File: config.mk
export PLATFORM = sky130hd
export DESIGN_NAME = signed_binary_to_decimal_ascii
export DESIGN_NICKNAME = d
export VERILOG_FILES = /design/src/rtl/sb2da_pkg.sv /design/src/rtl/sb2da_datapath.sv /design/src/rtl/sb2da_ctrl.sv /design/src/rtl/signed_binary_to_decimal_ascii.sv
export SDC_FILE = /design/constraint.sdc
export NUM_CORES = 1
export LEC_CHECK = 0
export BUFFER_PORTS_ARGS = -buffer_cell sky130_fd_sc_hd__buf_2
export CAP_MARGIN = 20
export CORE_UTILIZATION = 50
export DETAILED_ROUTE_END_ITERATION = 8
export PLACE_DENSITY = 0.71
export SETUP_SLACK_MARGIN = 0.15
export SLEW_MARGIN = 15
export SYNTH_ARGS = -nofsm -noshare
export SYNTH_HDL_FRONTEND = slang
export SYNTH_HIERARCHICAL = 1
export SYNTH_SLANG_ARGS = --single-unit
File: constraint.sdc
create_clock -name clk -period 2.3 [get_ports clk]
set_clock_uncertainty 0.2 [all_clocks]
set_input_delay 0.345 -clock clk [delete_from_list [all_inputs] [get_ports clk]]
set_output_delay 0.345 -clock clk [all_outputs]
set_load 0.01 [all_outputs]
File: src/rtl/sb2da_pkg.sv
// Shared constants and controller/datapath handshake types for the
// signed binary to decimal ASCII converter. No dependencies.
package sb2da_pkg;

    // Input word and decimal sizing
    localparam int VALUE_BITS = 32;
    localparam int BCD_DIGITS = 10;               // digits of 2^31
    localparam int BCD_W      = 4 * BCD_DIGITS;
    localparam int STEP_W     = $clog2(VALUE_BITS);
    localparam int CNT_W      = $clog2(BCD_DIGITS + 1);
    localparam int CHAR_W     = 8;

    // ASCII codes
    localparam logic [CHAR_W-1:0] CHAR_ZERO  = 8'd48;
    localparam logic [CHAR_W-1:0] CHAR_MINUS = 8'd45;

    // Controller to datapath commands
    typedef struct packed {
        logic load;        // capture magnitude and sign, clear BCD
        logic conv_step;   // one shift-add-3 step
        logic skip_step;   // drop a leading zero digit
        logic emit_sign;   // load '-' into the output register
        logic emit_digit;  // load top digit into the output register
    } dp_cmd_t;

    // Datapath to controller status
    typedef struct packed {
        logic conv_done;   // current step is the last shift
        logic top_zero;    // most significant BCD digit is zero
        logic cnt_one;     // one digit left
        logic negative;    // input was negative
        logic out_free;    // output register can take a character
    } dp_status_t;

endpackage

File: src/rtl/sb2da_datapath.sv
// Datapath: magnitude and BCD registers for double dabble conversion,
// digit counter and the output character register. Uses sb2da_pkg.
module sb2da_datapath
(
    input  logic                                clk,
    input  logic                                rst_n,
    input  logic signed [sb2da_pkg::VALUE_BITS-1:0] value,
    input  sb2da_pkg::dp_cmd_t                  cmd,
    output sb2da_pkg::dp_status_t               status,
    output logic [sb2da_pkg::CHAR_W-1:0]        character,
    output logic                                last,
    output logic                                out_valid,
    input  logic                                out_ready
);

    logic [sb2da_pkg::VALUE_BITS-1:0] bin_reg;
    logic [sb2da_pkg::BCD_W-1:0]      bcd_reg;
    logic [sb2da_pkg::BCD_W-1:0]      bcd_adj;
    logic [sb2da_pkg::VALUE_BITS-1:0] mag;
    logic                             neg_reg;
    logic [sb2da_pkg::STEP_W-1:0]     step_reg;
    logic [sb2da_pkg::CNT_W-1:0]      cnt_reg;
    logic [sb2da_pkg::CHAR_W-1:0]     char_reg;
    logic                             last_reg;
    logic                             out_valid_reg;
    logic [3:0]                       top_digit;

    // Unsigned magnitude; the most negative value maps onto itself correctly
    assign mag = value[sb2da_pkg::VALUE_BITS-1] ? (~value + 1'b1) : value;

    // Add 3 to every BCD digit of 5 or more ahead of the shift
    always_comb
    begin
        bcd_adj = bcd_reg;
        for (int i = 0; i < sb2da_pkg::BCD_DIGITS; i++)
        begin
            if (bcd_reg[4*i +: 4] >= 4'd5)
            begin
                bcd_adj[4*i +: 4] = bcd_reg[4*i +: 4] + 4'd3;
            end
        end
    end

    assign top_digit = bcd_reg[sb2da_pkg::BCD_W-1 -: 4];

    // Status back to the controller
    assign status.conv_done = (step_reg == sb2da_pkg::STEP_W'(sb2da_pkg::VALUE_BITS - 1));
    assign status.top_zero  = (top_digit == 4'd0);
    assign status.cnt_one   = (cnt_reg == sb2da_pkg::CNT_W'(1));
    assign status.negative  = neg_reg;
    assign status.out_free  = ~out_valid_reg | out_ready;

    // Control registers: step and digit counters, output valid
    always_ff @(posedge clk or negedge rst_n)
    begin
        if (!rst_n)
        begin
            step_reg      <= '0;
            cnt_reg       <= '0;
            out_valid_reg <= 1'b0;
        end
        else
        begin
            if (cmd.load)
            begin
                step_reg <= '0;
                cnt_reg  <= sb2da_pkg::CNT_W'(sb2da_pkg::BCD_DIGITS);
            end
            else if (cmd.conv_step)
            begin
                step_reg <= step_reg + 1'b1;
            end
            else if (cmd.skip_step || cmd.emit_digit)
            begin
                cnt_reg <= cnt_reg - 1'b1;
            end

            if (cmd.emit_sign || cmd.emit_digit)
            begin
                out_valid_reg <= 1'b1;
            end
            else if (out_ready)
            begin
                out_valid_reg <= 1'b0;
            end
        end
    end

    // Payload registers
    always_ff @(posedge clk)
    begin
        if (cmd.load)
        begin
            bin_reg <= mag;
            bcd_reg <= '0;
            neg_reg <= value[sb2da_pkg::VALUE_BITS-1];
        end
        else if (cmd.conv_step)
        begin
            bcd_reg <= {bcd_adj[sb2da_pkg::BCD_W-2:0], bin_reg[sb2da_pkg::VALUE_BITS-1]};
            bin_reg <= {bin_reg[sb2da_pkg::VALUE_BITS-2:0], 1'b0};
        end
        else if (cmd.skip_step || cmd.emit_digit)
        begin
            bcd_reg <= {bcd_reg[sb2da_pkg::BCD_W-5:0], 4'd0};
        end

        if (cmd.emit_sign)
        begin
            char_reg <= sb2da_pkg::CHAR_MINUS;
            last_reg <= 1'b0;
        end
        else if (cmd.emit_digit)
        begin
            char_reg <= sb2da_pkg::CHAR_ZERO + {4'd0, top_digit};
            last_reg <= status.cnt_one;
        end
    end

    assign character = char_reg;
    assign last      = last_reg;
    assign out_valid = out_valid_reg;

endmodule

File: src/rtl/sb2da_ctrl.sv
// Controller state machine: sequences load, conversion, leading zero
// skip and character emission. Uses sb2da_pkg.
module sb2da_ctrl
(
    input  logic                  clk,
    input  logic                  rst_n,
    input  logic                  in_valid,
    output logic                  in_ready,
    input  sb2da_pkg::dp_status_t status,
    output sb2da_pkg::dp_cmd_t    cmd
);

    localparam logic [2:0] ST_IDLE = 3'd0;
    localparam logic [2:0] ST_CONV = 3'd1;
    localparam logic [2:0] ST_SKIP = 3'd2;
    localparam logic [2:0] ST_SIGN = 3'd3;
    localparam logic [2:0] ST_EMIT = 3'd4;

    logic [2:0] state_reg;
    logic [2:0] state_next;

    // Next state and commands
    always_comb
    begin
        state_next = state_reg;
        cmd        = '0;
        in_ready   = 1'b0;
        unique case (state_reg)
            ST_IDLE:
            begin
                in_ready = 1'b1;
                if (in_valid)
                begin
                    cmd.load   = 1'b1;
                    state_next = ST_CONV;
                end
            end
            ST_CONV:
            begin
                cmd.conv_step = 1'b1;
                if (status.conv_done)
                begin
                    state_next = ST_SKIP;
                end
            end
            ST_SKIP:
            begin
                if (status.top_zero && !status.cnt_one)
                begin
                    cmd.skip_step = 1'b1;
                end
                else
                begin
                    state_next = status.negative ? ST_SIGN : ST_EMIT;
                end
            end
            ST_SIGN:
            begin
                if (status.out_free)
                begin
                    cmd.emit_sign = 1'b1;
                    state_next    = ST_EMIT;
                end
            end
            ST_EMIT:
            begin
                if (status.out_free)
                begin
                    cmd.emit_digit = 1'b1;
                    if (status.cnt_one)
                    begin
                        state_next = ST_IDLE;
                    end
                end
            end
            default:
            begin
                state_next = ST_IDLE;
            end
        endcase
    end

    // State register
    always_ff @(posedge clk or negedge rst_n)
    begin
        if (!rst_n)
        begin
            state_reg <= ST_IDLE;
        end
        else
        begin
            state_reg <= state_next;
        end
    end

endmodule

File: src/rtl/signed_binary_to_decimal_ascii.sv
// Top level of the signed binary to decimal ASCII converter.
// Joins sb2da_ctrl and sb2da_datapath; uses sb2da_pkg.
//
//   channel  signals                      width  transfer
//   in       in_valid/in_ready, value     32     one signed integer
//   out      out_valid/out_ready,         8 + 1  one character, last set
//            character, last                     on the final one of a text
//
// An item takes a load, 32 double dabble shift steps, a pass that drops leading
// zero digits, then one character per cycle (up to 11) when the output is not
// stalled. The 32-step shift-add-3 loop and the one-character output register
// set the throughput.
// A new value is taken once the last character is in the output register.
// Reset clears the state machine, counters and output valid.
module signed_binary_to_decimal_ascii
(
    input  logic                                  clk,
    input  logic                                  rst_n,
    input  logic                                  in_valid,
    output logic                                  in_ready,
    input  logic signed [sb2da_pkg::VALUE_BITS-1:0] value,
    output logic                                  out_valid,
    input  logic                                  out_ready,
    output logic [sb2da_pkg::CHAR_W-1:0]          character,
    output logic                                  last
);

    sb2da_pkg::dp_cmd_t    cmd;
    sb2da_pkg::dp_status_t status;

    sb2da_ctrl u_ctrl
    (
        .clk      (clk),
        .rst_n    (rst_n),
        .in_valid (in_valid),
        .in_ready (in_ready),
        .status   (status),
        .cmd      (cmd)
    );

    sb2da_datapath u_datapath
    (
        .clk       (clk),
        .rst_n     (rst_n),
        .value     (value),
        .cmd       (cmd),
        .status    (status),
        .character (character),
        .last      (last),
        .out_valid (out_valid),
        .out_ready (out_ready)
    );

endmodule

==> summary.md <==
| Metric | Value |
|---|---|
| Outcome | complete, no violations |
| RR Startpoint | u_datapath/cnt_reg[1] |
| DR vias/cell | 5.65 |
| Yosys reg bits | slightly above 90 |
| Reg2reg path depth | 10 |
| CTS sink cnt | 92 |
| Hold/Removal Path Class | input pin to register |
| Worst Setup Start Kind | register |
| Max-cap violations | 0 |
| Origin of the worst setup path | u_datapath/cnt_reg[1] |
| Port bufs | 43 |
| Area grow syn2layout | 18.5% |
| Die area | between 0.01 and 0.015 mm^2 |
| Io pins | 47 |
| H-tree depth | 3 |
| First-pass GRT wire length | slightly below 20 mm |
| Final period utilization | 94.0% |
| Yosys warning total | 6 |
| Via Count | 4727 |
| Cells after Synth | ~630 |
| Row count | 37 |
| DPL Wire Length | around 7.7 mm |
| Gpl congestion | a little over 0.8 |
| Design Power | 8.03 mW |
| Final setup vio count | 0 |
| Core area | approximately 0.011 mm^2 |
| Yosys cell types | 54 |
| Critical-path maximum fanout | 5 |
| Root buffer cell | clkbuf_8 |
| Setup_tns | 0 ns |
| Final design utilization | 62.1% |
| Multi-input logic area | approximately 0.0032 mm^2 |
| Final WL | about 12 mm |
| Post-synthesis sequential area ratio | roughly 40% |
| Fin nets | roughly 760 |
| RSZ-0062 raised after global routing | true |
| Pwr/cell area | about 1200 mW/mm^2 |
| CTS Buf Count | 9 |
| Min Hold Slack | roughly 0.087 ns |
| Skew-Pair Late Insertion Delay | 0.37 ns |
| CP peak stage delay | about 0.40 ns |
| Share of cells above drive strength 1 | 21.4% |
| Final Max Slew Viols | 0 |
| Largest register FFs | 40 |
| Total track usage | 21.1% |
| Register Area | 0.00224 mm^2 |
| Slowest-stage cell, CP | dfrtp_1 |
| Initial DRT Pass Iterations | 4 |
| Largest net degree at the start of global routing | just over 80 |
| Die height | between 100 and 150 um |
| Fmax | roughly 460 MHz |
| CP Class | register to register |
| FFs w/ async S/R, synth | 14.1% |
| Initial antenna violation count | 0 |
| Die X | 107 um |
| Post-layout instance area | 0.00653 mm^2 |
| Crit path to | u_datapath/bcd_reg[8] |
| Post-Syn Area per Cell | between 8 and 9 um^2 |
| Commonest non-fill, non-tap cells in the layout | nor2_1 (78), a21oi_1 (68), nand2_1 (48) |
| Worst R2R End | u_datapath/bcd_reg[8] |
| Mapped Area | between 0.005 and 0.006 mm^2 |
| EDFF count, synth | 33 |
| Top_reg_cell synth | dfxtp_1 |
| WL per Instance | around 14 um |
| Crit-path most repeated cell | nor3b_4 |
| Diodes inserted | 0 |
| Total congestion overflow | 0 |
| Worst EP required | between 2 and 2.5 ns |
| Initial DRC Count | about 320 |
| Worst Path Arrival | 2.21 ns |
| Crit path capture type | register |
| Max IR drop VDD | around 680 uV |
| Final critical-path setup slack | between 0.1 and 0.15 ns |
| Final-layout fill cell count | 918 |
| Initial core utilization | 52.4% |
| Critical-path cell list | inv_2, ha_2, nor3b_4, nand2b_4, nor3b_4, or2_4, buf_6, buf_4, o31ai_1, nor3_1 |
| ANT nets after route | 0 |
| Min Tclk post-route | between 2 and 2.5 ns |
| DRC | 0 |
| Vias in the first global route | 4351 |
| Hold Vio Cnt, Final | 0 |
| Placed cell count | approximately 810 |
| Commonest non-fill, non-tap cell in the layout | nor2_1 |
| LEAKAGE | approximately 2.7 nW |
| R2r setup slk | 0.14 ns |
| CTS tree | yes |
| Cell Count, Final, Fillers Out | 837 |
| Cell area after placement | between 0.006 and 0.007 mm^2 |
| Clk buf depth | 2 |
| DP Worst Slack | -0.0922 ns |
| Clock Pin Slew Worst Setup and Hold Paths | around 0.09 ns |
power by group:
group,internal (mW),leakage [nW],switching (mW),total [mW]
registers,2.61,0.877,0.546,3.15
logic,1.67,1.75,1.99,3.66
clock network,0.649,0.121,0.570,1.22
total,4.93,2.75,3.10,8.03
Yosys cell counts, types with 3 or more instances:
master	n	area, um^2
buf_1	3	11.3
o41ai_1	3	26.3
ha_1	25	313
nand3_1	7	35.0
nor2b_1	4	25.0
a311oi_1	10	87.6
nand2_1	50	188
buf_4	4	30.0
dfrtp_1	13	325
or2_2	4	25.0
xor2_1	31	272
a32oi_1	9	78.8
a211o_1	4	35.0
o41ai_2	4	65.1
nand2b_1	14	87.6
dfxtp_1	46	921
edfxtp_1	33	991
mux2i_1	5	50.1
clkbuf_1	32	120
nor4_1	3	18.8
o31ai_1	17	128
a21oi_1	69	345
nor3_1	19	95.1
a211oi_1	21	158
xnor2_1	14	123
inv_1	28	105
nor3b_1	7	52.6
nor2_1	81	304
o21ai_0	38	190
final cells by class:
class	instances	share of cell area, %
clock buffer	15	3.53
clock inverter	1	0.0766
inverter	28	1.61
multi-input combinational	474	48.2
sequential	92	34.3
tap	136	2.61
timing repair buffer	91	9.64
critical path: cells and delay by family, from the launching register on:
| family | cells | cell delay [ns] |
|---|---|---|
| buf+inv | 3 | 0.34 |
| fa+ha+maj | 1 | 0.16 |
| simple gates | 5 | 0.74 |
| flops | 1 | 0.40 |
| compound gates | 1 | 0.19 |
worst min-delay path by stage:
stage                         start                      to  slack, ns  cells past startpoint
final                     value[31]      u_datapath/neg_reg       0.09                      1
after global routing      value[31]      u_datapath/neg_reg       0.07                      1
after detailed placement      rst_n  u_datapath/step_reg[2]       0.05                      1
after CTS                 value[31]      u_datapath/neg_reg       0.06                      1
after floorplan               rst_n     u_ctrl/state_reg[0]      -0.15                      0
after global placement        rst_n  u_datapath/step_reg[3]       0.05                      1
timing repair:
item                       in CTS  in global routing
setup buffers                   2                  4
hold buffers                    1                  0
gates resized for setup        18                 19
pin swaps                       4                 11
setup endpoints to repair      35                 51
hold endpoints to repair       13                  0
routing by layer:
metal	vias up	GRT usage [%]	routed length (um)	part of all wire (%)
met4	0	6.65	101	0.88
met5	-	0	0	0
met2	130	35.1	5430	47
met3	8	5.17	576	5.0
met1	2207	27.0	5420	47
li1	2382	-	-	-
logic make-up (layout without fill, tap and decap cells):
logic type	Yosys count	in the layout	synth area share, %
mux	5	5	0.909
fa+ha+maj	25	25	5.68
compound gates	182	182	21.1
simple gates	214	214	19.2
xor+xnor	45	45	7.15
flops	92	92	40.6
buf+inv	69	135	5.13
other cells	2	3	0.136
(Power assumes the default switching activity.)
